==> config.mk <==
export PLATFORM = sky130hd
export DESIGN_NAME = snpl_cell
export DESIGN_NICKNAME = d
export VERILOG_FILES = /design/src/rtl/snpl_pkg.sv /design/src/rtl/snpl_cell.sv
export SDC_FILE = /design/constraint.sdc
export NUM_CORES = 1
export LEC_CHECK = 0
export ABC_AREA = 0
export BUFFER_PORTS_ARGS = -buffer_cell sky130_fd_sc_hd__buf_4
export CORE_AREA = 4 4 163 165
export CTS_BUF_LIST = sky130_fd_sc_hd__clkbuf_8 sky130_fd_sc_hd__clkbuf_16
export CTS_CLUSTER_DIAMETER = 50
export DETAILED_ROUTE_END_ITERATION = 8
export DIE_AREA = 0 0 167 169
export SLEW_MARGIN = 10
export SYNTH_ARGS = -nofsm -noshare
export SYNTH_HDL_FRONTEND = slang
export SYNTH_SLANG_ARGS = --single-unit
==> constraint.sdc <==
create_clock -name clock -period 3.8 [get_ports clock]
set_input_delay 0.57 -clock clock [delete_from_list [all_inputs] [get_ports clock]]
set_output_delay 0.57 -clock clock [all_outputs]
set_load 0.02 [all_outputs]
==> src/rtl/snpl_pkg.sv <==
// Shared constants and types for the sorted node priority list.
package snpl_pkg;

   // Operation codes carried on the request tuser.
   localparam int FUNC_W = 3;
   localparam logic [FUNC_W-1:0] FUNC_INSERT_SORTED = 3'd0;
   localparam logic [FUNC_W-1:0] FUNC_ADD_FIRST     = 3'd1;
   localparam logic [FUNC_W-1:0] FUNC_ADD_END       = 3'd2;
   localparam logic [FUNC_W-1:0] FUNC_REMOVE_FIRST  = 3'd3;
   localparam logic [FUNC_W-1:0] FUNC_FIND          = 3'd4;

   // Field widths on the ports.
   localparam int VERTEX_W = 10;
   localparam int KEY_W    = 32;
   localparam int COST_W   = 32;
   localparam int POS_W    = 6;
   localparam int COUNT_W  = 7;

   // Request tdata layout.
   localparam int REQ_VERTEX_LSB = 0;
   localparam int REQ_KEY_LSB    = REQ_VERTEX_LSB + VERTEX_W;
   localparam int REQ_PARENT_LSB = REQ_KEY_LSB + KEY_W;
   localparam int REQ_COST_LSB   = REQ_PARENT_LSB + VERTEX_W;
   localparam int REQ_USED_W     = REQ_COST_LSB + COST_W;
   localparam int REQ_DATA_W     = ((REQ_USED_W + 7) / 8) * 8;

   // Response tdata layout.
   localparam int RSP_VERTEX_LSB = 0;
   localparam int RSP_KEY_LSB    = RSP_VERTEX_LSB + VERTEX_W;
   localparam int RSP_PARENT_LSB = RSP_KEY_LSB + KEY_W;
   localparam int RSP_COST_LSB   = RSP_PARENT_LSB + VERTEX_W;
   localparam int RSP_POS_LSB    = RSP_COST_LSB + COST_W;
   localparam int RSP_COUNT_LSB  = RSP_POS_LSB + POS_W;
   localparam int RSP_DROP_LSB   = RSP_COUNT_LSB + COUNT_W;
   localparam int RSP_USED_W     = RSP_DROP_LSB + 1;
   localparam int RSP_DATA_W     = ((RSP_USED_W + 7) / 8) * 8;

   // Per-cell update select, driven from the list control.
   typedef struct packed {
      logic load_new;
      logic take_left;
      logic take_right;
   } cell_ctrl_type;

   // Per-cell compare results, registered inside the cell.
   typedef struct packed {
      logic key_gt;
      logic id_eq;
   } cell_flags_type;

endpackage

==> src/rtl/snpl_cell.sv <==
// One slot of the list: holds an entry, compares it and shifts with its neighbors.
module snpl_cell #(
   parameter int ID_BITS = 10,
   localparam int EntryW = 2 * ID_BITS + snpl_pkg::KEY_W + snpl_pkg::COST_W
) (
   input  logic                      clock,
   input  logic                      capture,
   input  logic [EntryW-1:0]         probe_entry,
   input  logic [EntryW-1:0]         new_entry,
   input  logic [EntryW-1:0]         left_entry,
   input  logic [EntryW-1:0]         right_entry,
   input  snpl_pkg::cell_ctrl_type   ctrl,
   output logic [EntryW-1:0]         entry_q,
   output snpl_pkg::cell_flags_type  flags
);
   import snpl_pkg::*;

   logic [EntryW-1:0] entry_ff, entry_in;
   cell_flags_type    flags_ff, flags_in;

   // Compare stored key and id against the incoming request.
   always_comb begin
      flags_in.key_gt = entry_ff[ID_BITS +: KEY_W] > probe_entry[ID_BITS +: KEY_W];
      flags_in.id_eq  = entry_ff[ID_BITS-1:0] == probe_entry[ID_BITS-1:0];
   end

   // Load the new entry, shift from a neighbor, or hold.
   always_comb begin
      if (ctrl.load_new) begin
         entry_in = new_entry;
      end else if (ctrl.take_left) begin
         entry_in = left_entry;
      end else if (ctrl.take_right) begin
         entry_in = right_entry;
      end else begin
         entry_in = entry_ff;
      end
   end

   always_ff @(posedge clock) begin
      entry_ff <= entry_in;
      if (capture) begin
         flags_ff <= flags_in;
      end
   end

   assign entry_q = entry_ff;
   assign flags   = flags_ff;

endmodule

Word-level counts from Yosys, hierarchy flattened
Cells that the tools add are included.

Output and inout port bits: 86. Bits in registers: 86.

Order comparisons: 1. Reductions and logical operators: 1. Multiplexer cells: 3. Equal/unequal tests: 1.

Operator list (number): two-way mux 84 bit (3); greater-than comparator 32 bit (1); == test 10 bit (1); nonzero test 3 bit (1).

Longest topological paths before layout
Gate-level depths: netlist of run 1.

Depth in word-level cells: 3. Gate-level depth with buffers: 7.

Least setup slack after synthesis of run 1
Ideal clock, no wire load.

Path type: input port to flip-flop. From: input ctrl[1] (netlist bit). To: register entry_ff[0] (netlist: entry_q[0]) (enable). Buffers on the path: 2. Arrival time: 2778 ps. Setup slack: 575 ps. Setup time: 447 ps. Cell stages on the path: 3. Data required time: 3353 ps. Cell sequence: clkbuf_1 > buf_2 > or3_1.

Word-level cells in the longest chain between the ends: 1.

RTL lines: start: declaration (line snpl_cell.sv:12) `input snpl_pkg::cell_ctrl_type ctrl,`; nonzero test 3 bit (no source line); end signal: assignment (line snpl_cell.sv:41) `entry_ff <= entry_in;`; end: declaration (line snpl_cell.sv:18) `logic [EntryW-1:0] entry_ff, entry_in;`.

Every way passes these cells. A chain may end at the register's enable or synchronous reset.

==> metrics, run 1 <==
outcome=finished clean; drt total wl=18.91 mm; Die H=roughly 170 um; DIE WIDTH=167 um; Synth cell types=28; drt via density=between 4 and 5; diode count=0; Worst-path clk slew=0.06 ns; post-route setup slack=1.601 ns; top cells by count, synth=nand2_1 (90), edfxtp_1 (86), o21ai_0 (85), mux2i_1 (84); Min Clock Period, post-route=2.199 ns; Rows=58; P_leak=4.282 nW; Slew Viols, Final=0; Hold WC Path Type=input port to flip-flop; CTS tree=done; Most used DFF post-synth=edfxtp_1; Max Root-Sink Buffers=2; Fmax=0.4547 GHz; Vias=5011; register area share after synthesis=49.60%; Post-CTS Setup Repair Bufs=0; Worst VDD drop=0.1389 mV; number of buffers created by CTS=9; Mapped Nets=865; All-Layer GR Usage=about an eighth; top cells by area, synth=edfxtp_1 (50%), mux2i_1 (16%), o21ai_0 (8.2%); worst path required time=a little under 4 ns; Final #Nets=~1200; Max-slew headroom=56.01%; Crit Path Class=flip-flop to flip-flop; largest net degree at the start of global routing=89; Die ar.=roughly 28000 um2; yosys warns=0; P&R area growth vs syn=68.25%; EDFF count, synth=86; Final TNS setup=0 ns; Ports=427; #FFs+latches synth=86; # setup viols final=0; first-pass GRT wire length=27.75 mm; post-route ant nets=0; Synth async-reset ratio=0%; startpoint type of the worst setup path=flip-flop; post-CTS resize count=0; share of cells above drive strength 1=46.43%; RSZ-0062 raised after global routing=false; final instance area=approximately 8800 um2; Placement Setup Slack=1.220 ns; Setup crit end kind=flip-flop; Post-DP Area=about 8400 um2; DRC violations left=0; hold_buf cts=0; Pwr Density=348.9 nW/um2; IO Port Bufs=roughly 380; Setup Skew=0.01214 ns; DR WL/cell=~16 um; global route overflow=0; most common cell in the synthesized netlist=nand2_1; root buf cell=clkbuf_16; cell area after synthesis=5206 um2; CP max FO=3; worst skew pair latency=approximately 0.35 ns; area leader, netlist=edfxtp_1; H-Tree Depth=3; Syn Area/Cell=10.58 um2; Worst Max-Slew Pin Slew=0.6510 ns; Initial Utilization=20.79%; Period Utilization, post-route=57.88%; Final GP Congestion=0.8061; antenna violations before repair=0; CTS Sinks=86; DP HPWL=15.66 mm; Cells after DPL=around 1200; number of DRC markers in iteration 0=158; CORE AREA=25040 um2; vias in the first global route=around 5000; Layout Cells excl Fill=1198; crit path DAT=2.27 ns; Cells after Synth=between 400 and 500; Final Hold Vio Count=0; Max Cap Violations=0; Synth top area share=about half; drt pass-1 iters=4
## cell type report
type / count / area, um2
fillers: 2602 / 16280
repair buffers: 388 / 2950
flip-flops and latches: 86 / 2582
multi-input cells: 346 / 2380
well taps: 330 / 412.9
clock buffers: 9 / 225.2
inverters: 32 / 120.1
clock inverters: 7 / 88.84
## layer usage
layer | global-route usage (%) | up-vias | wire (um)
met2 | 23.04 | 227 | 9852
met3 | 4.601 | 16 | 1660
met1 | 13.98 | 2248 | 7164
met5 | 0 | - | 0
li1 | - | 2520 | -
met4 | 3.059 | 0 | 230
## layout by cell type (no fill, tap or decap)
| cell type | n |
|---|---|
| buf_12 | 3 |
| o21ai_1 | 1 |
| nor4_1 | 2 |
| o211ai_1 | 1 |
| a21o_1 | 2 |
| clkinv_4 | 1 |
| inv_6 | 1 |
| nand2_1 | 90 |
| ha_1 | 32 |
| clkbuf_16 | 9 |
| nor4bb_1 | 1 |
| a21oi_1 | 13 |
| xor2_1 | 2 |
| clkinv_1 | 2 |
| or3_4 | 1 |
| a221o_1 | 2 |
| nand4_1 | 7 |
| a21boi_0 | 2 |
| edfxtp_1 | 86 |
| inv_1 | 33 |
| bufinv_16 | 2 |
| buf_4 | 385 |
| nand3_1 | 5 |
| and4_1 | 2 |
| nor2b_1 | 1 |
| o31ai_1 | 1 |
| xnor2_1 | 8 |
| o21ai_0 | 85 |
| mux2i_1 | 84 |
| nor2_1 | 3 |
| a2111oi_2 | 1 |
## cells by family after synthesis
| family | after synthesis | synth area share (%) |
|---|---|---|
| AO/OA/AOI/OAI | 108 | 11.05 |
| XOR/XNOR | 10 | 1.682 |
| adder cells (fa/ha/maj) | 32 | 7.690 |
| buffers and inverters | 60 | 4.783 |
| flip-flops | 86 | 49.60 |
| multiplexers | 84 | 16.15 |
| AND/OR/NAND/NOR | 112 | 9.036 |
## through the flow
stage               hold WS [ns]  utilization (%)  power (mW)
floorplan                 0.6825                -       1.626
global placement          0.7443            33.73       2.120
detailed placement        0.7503            33.73       2.133
CTS                       0.4179            34.99       3.118
global route              0.4220            34.99       3.227
finish                    0.4409            34.99       3.056
## final timing paths
path	start	to	slack [ns]	cells past startpoint
worst max-delay path	entry_q[29]	flags[1]	1.60	6
worst min-delay path	capture	flags[0]	0.44	1
worst max register to register	entry_q[29]	flags[1]	1.60	6
worst min register to register	entry_q[7]	flags[0]	0.76	3
## power by group
group	switching, mW	leakage [nW]	internal, mW
clock network	0.388	0.156	0.574
registers	0.0530	0.909	1.17
logic	0.416	3.22	0.453
## registers in the layout (all words and copies together), names as in the netlist
register,count
entry_q,84
flags,2
## critical path: stages, from the launching register on
cell and delay (ns):
edfxtp_1 0.41, ha_1 0.32, a21oi_1 0.14, o21ai_1 0.09, a221o_1 0.37, a2111oi_2 0.48, a21oi_1 0.13
(Power assumes the default switching activity.)
==> inputs of run 2 (changes only) <==
- CORE_AREA: 4 4 163 165 -> 4 4 162 164
- DIE_AREA: 0 0 167 169 -> 0 0 166 168
- clock period: 3.8 -> 2 ns (I/O delays scaled with it)
==> run 2 against run 1 <==
Global-route usage rose by 0.72 points. Clock power rose by 90%. Final cell count rose by 1.6%. Largest cell class unchanged. The flow now finishes with violations (negative setup slack). Combinational power rose by 100%. First-iteration DRC count fell by 21%. Highest routed layer unchanged. Cell area rose by 3.3%. Utilization rose by 1.4 points. Sequential share of layout area fell by 0.94 points. Clock skew fell by 0.0026 ns. Largest power group unchanged. Total power rose by 93%. Setup slack got worse by 1.7 ns.
==> metrics, run 2 (synthesized netlist as in run 1, its figures left out) <==
outcome=complete, but fails checks; failing checks=negative setup slack; CP max FO=2 (-1); Worst-path clk slew=0.07 ns (about the same); Slew Viols, Final=0 (unchanged); CORE AREA=24890 um2 (-0.58%); post-route ant nets=0 (unchanged); CTS Sinks=86 (unchanged); worst skew pair latency=0.34 ns (about the same); Final GP Congestion=0.8019 (-0.52%); DP HPWL=16.38 mm (+4.6%); Hold WC Path Type=input port to flip-flop; startpoint type of the worst setup path=flip-flop; Die H=168 um (-0.59%); crit path max-delay cell type=edfxtp_1; Period Utilization, post-route=104.2% (+46 points); H-Tree Depth=3 (unchanged); Fmax=0.4800 GHz (+5.6%); max reg flops=84 (unchanged); Fillers=2535 (-2.6%); IO Port Bufs=384 (unchanged); share of cells above drive strength 1=48.93% (+2.5 points); Die ar.=27890 um2 (-1.2%); root buf cell=clkbuf_16; P&R area growth vs syn=73.78%; drt via density=4.169 (-0.32%); Min Clock Period, post-route=2.083 ns (-0.1160 ns); global route overflow=0 (unchanged); number of buffers created by CTS=9 (unchanged); Register Area=2582 um2 (unchanged); drt total wl=19.78 mm (+4.6%); Final Hold Vio Count=0 (unchanged); hold path startpoint=capture; Final #Nets=1255 (+1.5%); Worst VDD drop=0.4723 mV (+240%); Rows=58 (unchanged); DIE WIDTH=166 um (-0.60%); Worst R2R Start=entry_q[27]; Setup Skew=0.009510 ns (-0.002626 ns); multi-input logic area=2475 um2 (+4.0%); Int Power=4.237 mW (+93%); post-route setup slack=-0.08348 ns (-1.684 ns); Critical Path Max Stage Delay=0.43 ns (-0.05 ns); Initial Utilization=20.92% (+0.12 points); drt pass-1 iters=4 (unchanged); # setup viols final=1 (+1); CTS tree=done; hold slack=0.1891 ns (-0.2518 ns); worst path required time=2.09 ns (-1.78 ns); Crit Path Class=flip-flop to flip-flop; Top delay family on crit path=compound AO/OA/AOI/OAI gates; first-pass GRT wire length=29.19 mm (+5.2%); Ports=427 (unchanged); Max-slew headroom=72.07% (+16 points); crit path DAT=2.17 ns (-0.10 ns); Setup crit end kind=flip-flop; CP Cell Sequence=ha_4 -> a21oi_2 -> o21ai_2 -> a221o_1 -> a2111oi_4 -> buf_4 -> a21oi_2; P_leak=4.406 nW (+2.9%); DRC violations left=0 (unchanged); vias in the first global route=5255 (+4.1%); Vias=5074 (+1.3%); DR WL/cell=16.25 um (+3.0%); number of DRC markers in iteration 0=125 (-21%); antenna violations before repair=0 (unchanged); Max Root-Sink Buffers=2 (unchanged); Placement Setup Slack=-0.2270 ns (-1.447 ns); Psw=1.673 mW (+95%); hold_buf cts=0 (unchanged); buffers and inverters on the worst path=1 (+1); sw frac=28.32% (+0.26 points); Pwr Density=653.2 nW/um2 (+87%); Max Cap Violations=0 (unchanged); All-Layer GR Usage=13.34% (+0.72 points); CP Launch Point=entry_q[27]; commonest non-fill, non-tap cell in the layout=buf_4; Crit path top cell by count=a21oi_2; diode count=0 (unchanged); largest net degree at the start of global routing=77 (-13%); RSZ-0062 raised after global routing=true; most frequent cells in the layout=buf_4 (400), nand2_1 (90), edfxtp_1 (86); Worst Max-Slew Pin Slew=0.4146 ns (-0.2364 ns); sequential fraction of design power=39.5% (-0.6 points); Clk network pwr share=31.0% (-0.5 points); Comb pwr share=29.6% (+1.2 points)
==> run 2: metal layers <==
| layer | vias to the layer above | global-route usage, % | wire length, um |
|---|---|---|---|
| met2 | 224 | 24.18 | 10140 |
| met4 | 0 | 3.264 | 284 |
| li1 | 2553 | - | - |
| met1 | 2278 | 15.13 | 7794 |
| met5 | - | 0 | 0 |
| met3 | 19 | 4.555 | 1563 |
==> run 2: power groups by stage <==
stage | Sequential [mW] | Clock, mW | Combinational, mW
after floorplan | 2.61 | 0 | 0.473
after global placement | 2.37 | 0 | 1.72
after detailed placement | 2.37 | 0 | 1.73
after CTS | 2.34 | 1.90 | 1.74
after global routing | 2.36 | 1.98 | 1.90
final | 2.33 | 1.83 | 1.75
==> run 2: final timing paths <==
kind | end | slack [ns] | cells past startpoint
setup reg to reg | flags[1] | -0.08 | 7
hold / removal | flags[0] | 0.19 | 1
setup / recovery | flags[1] | -0.08 | 7
hold reg to reg | flags[0] | 0.73 | 3
==> run 2: final cells by class <==
type	instances	share of cell area, %
timing repair buffer	407	34.74
clock buffer	9	2.489
inverter	32	1.328
tap	330	4.564
clock inverter	7	0.9819
sequential	86	28.54
multi-input combinational	346	27.35
==> run 2: repair_timing <==
item / in CTS / in global routing
pin swaps: 0 / 2
gates resized for setup: 3 / 11
buffers inserted: 0 / 1
setup endpoints to repair: 1 / 1
cloned: 0 / 0
==> run 2: metrics by stage <==
| stage | util, % | instances | TNS [ns] | power (mW) | cell area [um2] |
|---|---|---|---|---|---|
| after floorplan | - | 492 | 0 | 3.087 | 5211 |
| after detailed placement | 34.67 | 1200 | -0.2270 | 4.108 | 8631 |
| after CTS | 35.98 | 1216 | -0.1503 | 5.973 | 8955 |
| after global routing | 36.35 | 1217 | -0.1676 | 6.238 | 9047 |
| final | 36.35 | 1217 | -0.08348 | 5.910 | 9047 |
| after global placement | 34.67 | 1200 | -0.2259 | 4.082 | 8631 |
==> inputs of run 3 (changes only) <==
- CELL_PAD_IN_SITES_DETAIL_PLACEMENT: not set -> 1
- CELL_PAD_IN_SITES_GLOBAL_PLACEMENT: not set -> 1
- CORE_AREA: 4 4 162 164 -> 4 4 163 165
- DIE_AREA: 0 0 166 168 -> 0 0 167 169
- PLACE_DENSITY_LB_ADDON: not set -> 0.1
==> run 3 against run 2 <==
The flow still finishes with violations (negative setup slack). Critical path depth is the same. Global-route usage grew 1.6 points. Combinational power is essentially flat. Flip-flop and latch count is the same. Critical path type unchanged. Non-clock buffer count shrank 12. Utilization shrank 0.68 points.
==> metrics, run 3 (synthesized netlist as in run 1, its figures left out) <==
outcome=complete, but fails checks; failing checks=negative setup slack; CTS tree=done; Worst VDD drop=0.3053 mV (-35%); busiest grt layer=met2; Fillers=2902 (+14%); Post-CTS Setup Repair Bufs=0 (unchanged); Final GP Congestion=0.8177 (+2.0%); largest net degree at the start of global routing=108 (+40%); Pwr Density=662.7 nW/um2 (+1.5%); drt pass-1 iters=4 (unchanged); drt total wl=22.29 mm (+13%); antenna violations before repair=1 (+1); met2 Use GR=26.79% (+2.6 points); DR WL/cell=18.48 um (+14%); met1 Resource Use GR=16.17% (+1.0 points); DP HPWL=18.68 mm (+14%); CTS Sinks=86 (unchanged); M3 GR Usage=5.885% (+1.3 points); IO Port Bufs=384 (unchanged); DRC violations left=0 (unchanged); most frequent cells in the layout=buf_4 (390), nand2_1 (90), edfxtp_1 (86); Rows=58 (unchanged); Period Utilization, post-route=101.7% (-2.4 points); Max Cap Violations=0 (unchanged); Initial Utilization=20.79% (-0.12 points); Register Area=2582 um2 (unchanged); CORE AREA=25040 um2 (+0.58%); Max Root-Sink Buffers=2 (unchanged); CP max FO=3 (+1); P&R area growth vs syn=71.55%; startpoint type of the worst setup path=flip-flop; # setup viols final=1 (unchanged); vias in the first global route=5646 (+7.4%); worst path required time=2.08 ns (about the same); Worst-path clk slew=0.07 ns (about the same); Layout Cells excl Fill=1206 (-0.90%); Crit Path Class=flip-flop to flip-flop; RSZ-0062 raised after global routing=true; worst skew pair latency=0.35 ns (about the same); share of cells above drive strength 1=48.00% (-0.93 points); Slew Viols, Final=0 (unchanged); Max-slew headroom=63.00% (-9.1 points); first-pass GRT wire length=32.49 mm (+11%); Setup Skew=0.01153 ns (+0.002017 ns); DIE WIDTH=167 um (+0.60%); commonest non-fill, non-tap cell in the layout=buf_4; Hold WC Path Type=input port to flip-flop; H-Tree Depth=3 (unchanged); Layout Utilization=35.67% (-0.68 points); Min Clock Period, post-route=2.035 ns (-0.04867 ns); root buf cell=clkbuf_16; P_leak=4.328 nW (-1.8%); number of buffers created by CTS=9 (unchanged); Final #Nets=1243 (-0.96%); All-Layer GR Usage=14.95% (+1.6 points); max reg flops=84 (unchanged); Fmax=0.4914 GHz (+2.4%); Vias=5210 (+2.7%); Setup crit end kind=flip-flop; Ports=427 (unchanged); Die H=169 um (+0.60%); number of DRC markers in iteration 0=218 (+74%); post-route ant nets=0 (unchanged); Worst Max-Slew Pin Slew=0.5550 ns (+0.1404 ns); post-route setup slack=-0.03481 ns (+0.04867 ns); Die ar.=28220 um2 (+1.2%); Final Hold Vio Count=0 (unchanged); global route overflow=0 (unchanged); multi-input logic area=2462 um2 (-0.51%); drt via density=4.320 (+3.6%); crit path DAT=2.11 ns (-0.06 ns); Cells after DPL=1189 (-0.92%)
run 3: cell count changes in the layout (fill, tap and decap cells not counted), moves of 2 or more:
cell | previous run | this run
buf_4 | 400 | 390
buf_12 | 7 | 5
clkinv_4 | 0 | 2
inv_1 | 34 | 32
run 3: layout make-up:
type	count	share of cell area [%]
Timing Repair Buffer	395	33.90
Sequential cell	86	28.92
Multi-Input combinational cell	346	27.57
Tap cell	330	4.623
Clock buffer	9	2.522
Inverter	32	1.345
Clock inverter	7	1.093
Antenna cell	1	0.02802
run 3: critical path, cell delays in order (launching register included):
cell      delay (ns)
edfxtp_1        0.46
ha_4            0.32
and4_1          0.23
nor4bb_2        0.39
buf_4           0.19
nand2_1         0.05
nor2_1          0.09
a21oi_1         0.05
run 3: timing repair:
action	CTS	global route
endpoints found under the hold margin	0	0
cloned	0	0
hold buffers	0	0
pin swaps	3	0
gates resized for setup	6	3
setup endpoints to repair	1	1
run 3: power by group:
group | total, mW | leakage, nW | internal (mW) | switching, mW
Sequential | 2.33 | 0.909 | 2.23 | 0.108
Clock | 1.86 | 0.154 | 1.10 | 0.760
Combinational | 1.72 | 3.27 | 0.893 | 0.830
Total | 5.92 | 4.33 | 4.22 | 1.70
run 3: path summary, 6_finish.rpt:
check              to  slack [ns]  cells past startpoint   startpoint
min reg2reg  flags[0]        0.76                      3   entry_q[7]
min          flags[0]        0.18                      1      capture
max reg2reg  flags[1]       -0.03                      7  entry_q[32]
max          flags[1]       -0.03                      7  entry_q[32]
run 3: per-stage QoR:
step / TNS, ns / instance area (um2) / worst slack, ns / hold WS [ns] / power, mW
global placement: -0.08637 / 8523 / -0.08637 / 0.5184 / 4.063
CTS: -0.04520 / 8906 / -0.04520 / 0.1609 / 6.023
detailed placement: -0.1614 / 8523 / -0.1614 / 0.5218 / 4.101
finish: -0.03481 / 8931 / -0.03481 / 0.1773 / 5.919
floorplan: 0 / 5211 / 0.01128 / 0.4125 / 3.087
global route: -0.1048 / 8931 / -0.1048 / 0.1582 / 6.267
run 3: per-layer routing:
layer / wire [um] / part of all wire, %
met2: 11520 / 52
met1: 8305 / 37
met3: 2058 / 9.2
met4: 405 / 1.8
met5: 0 / 0
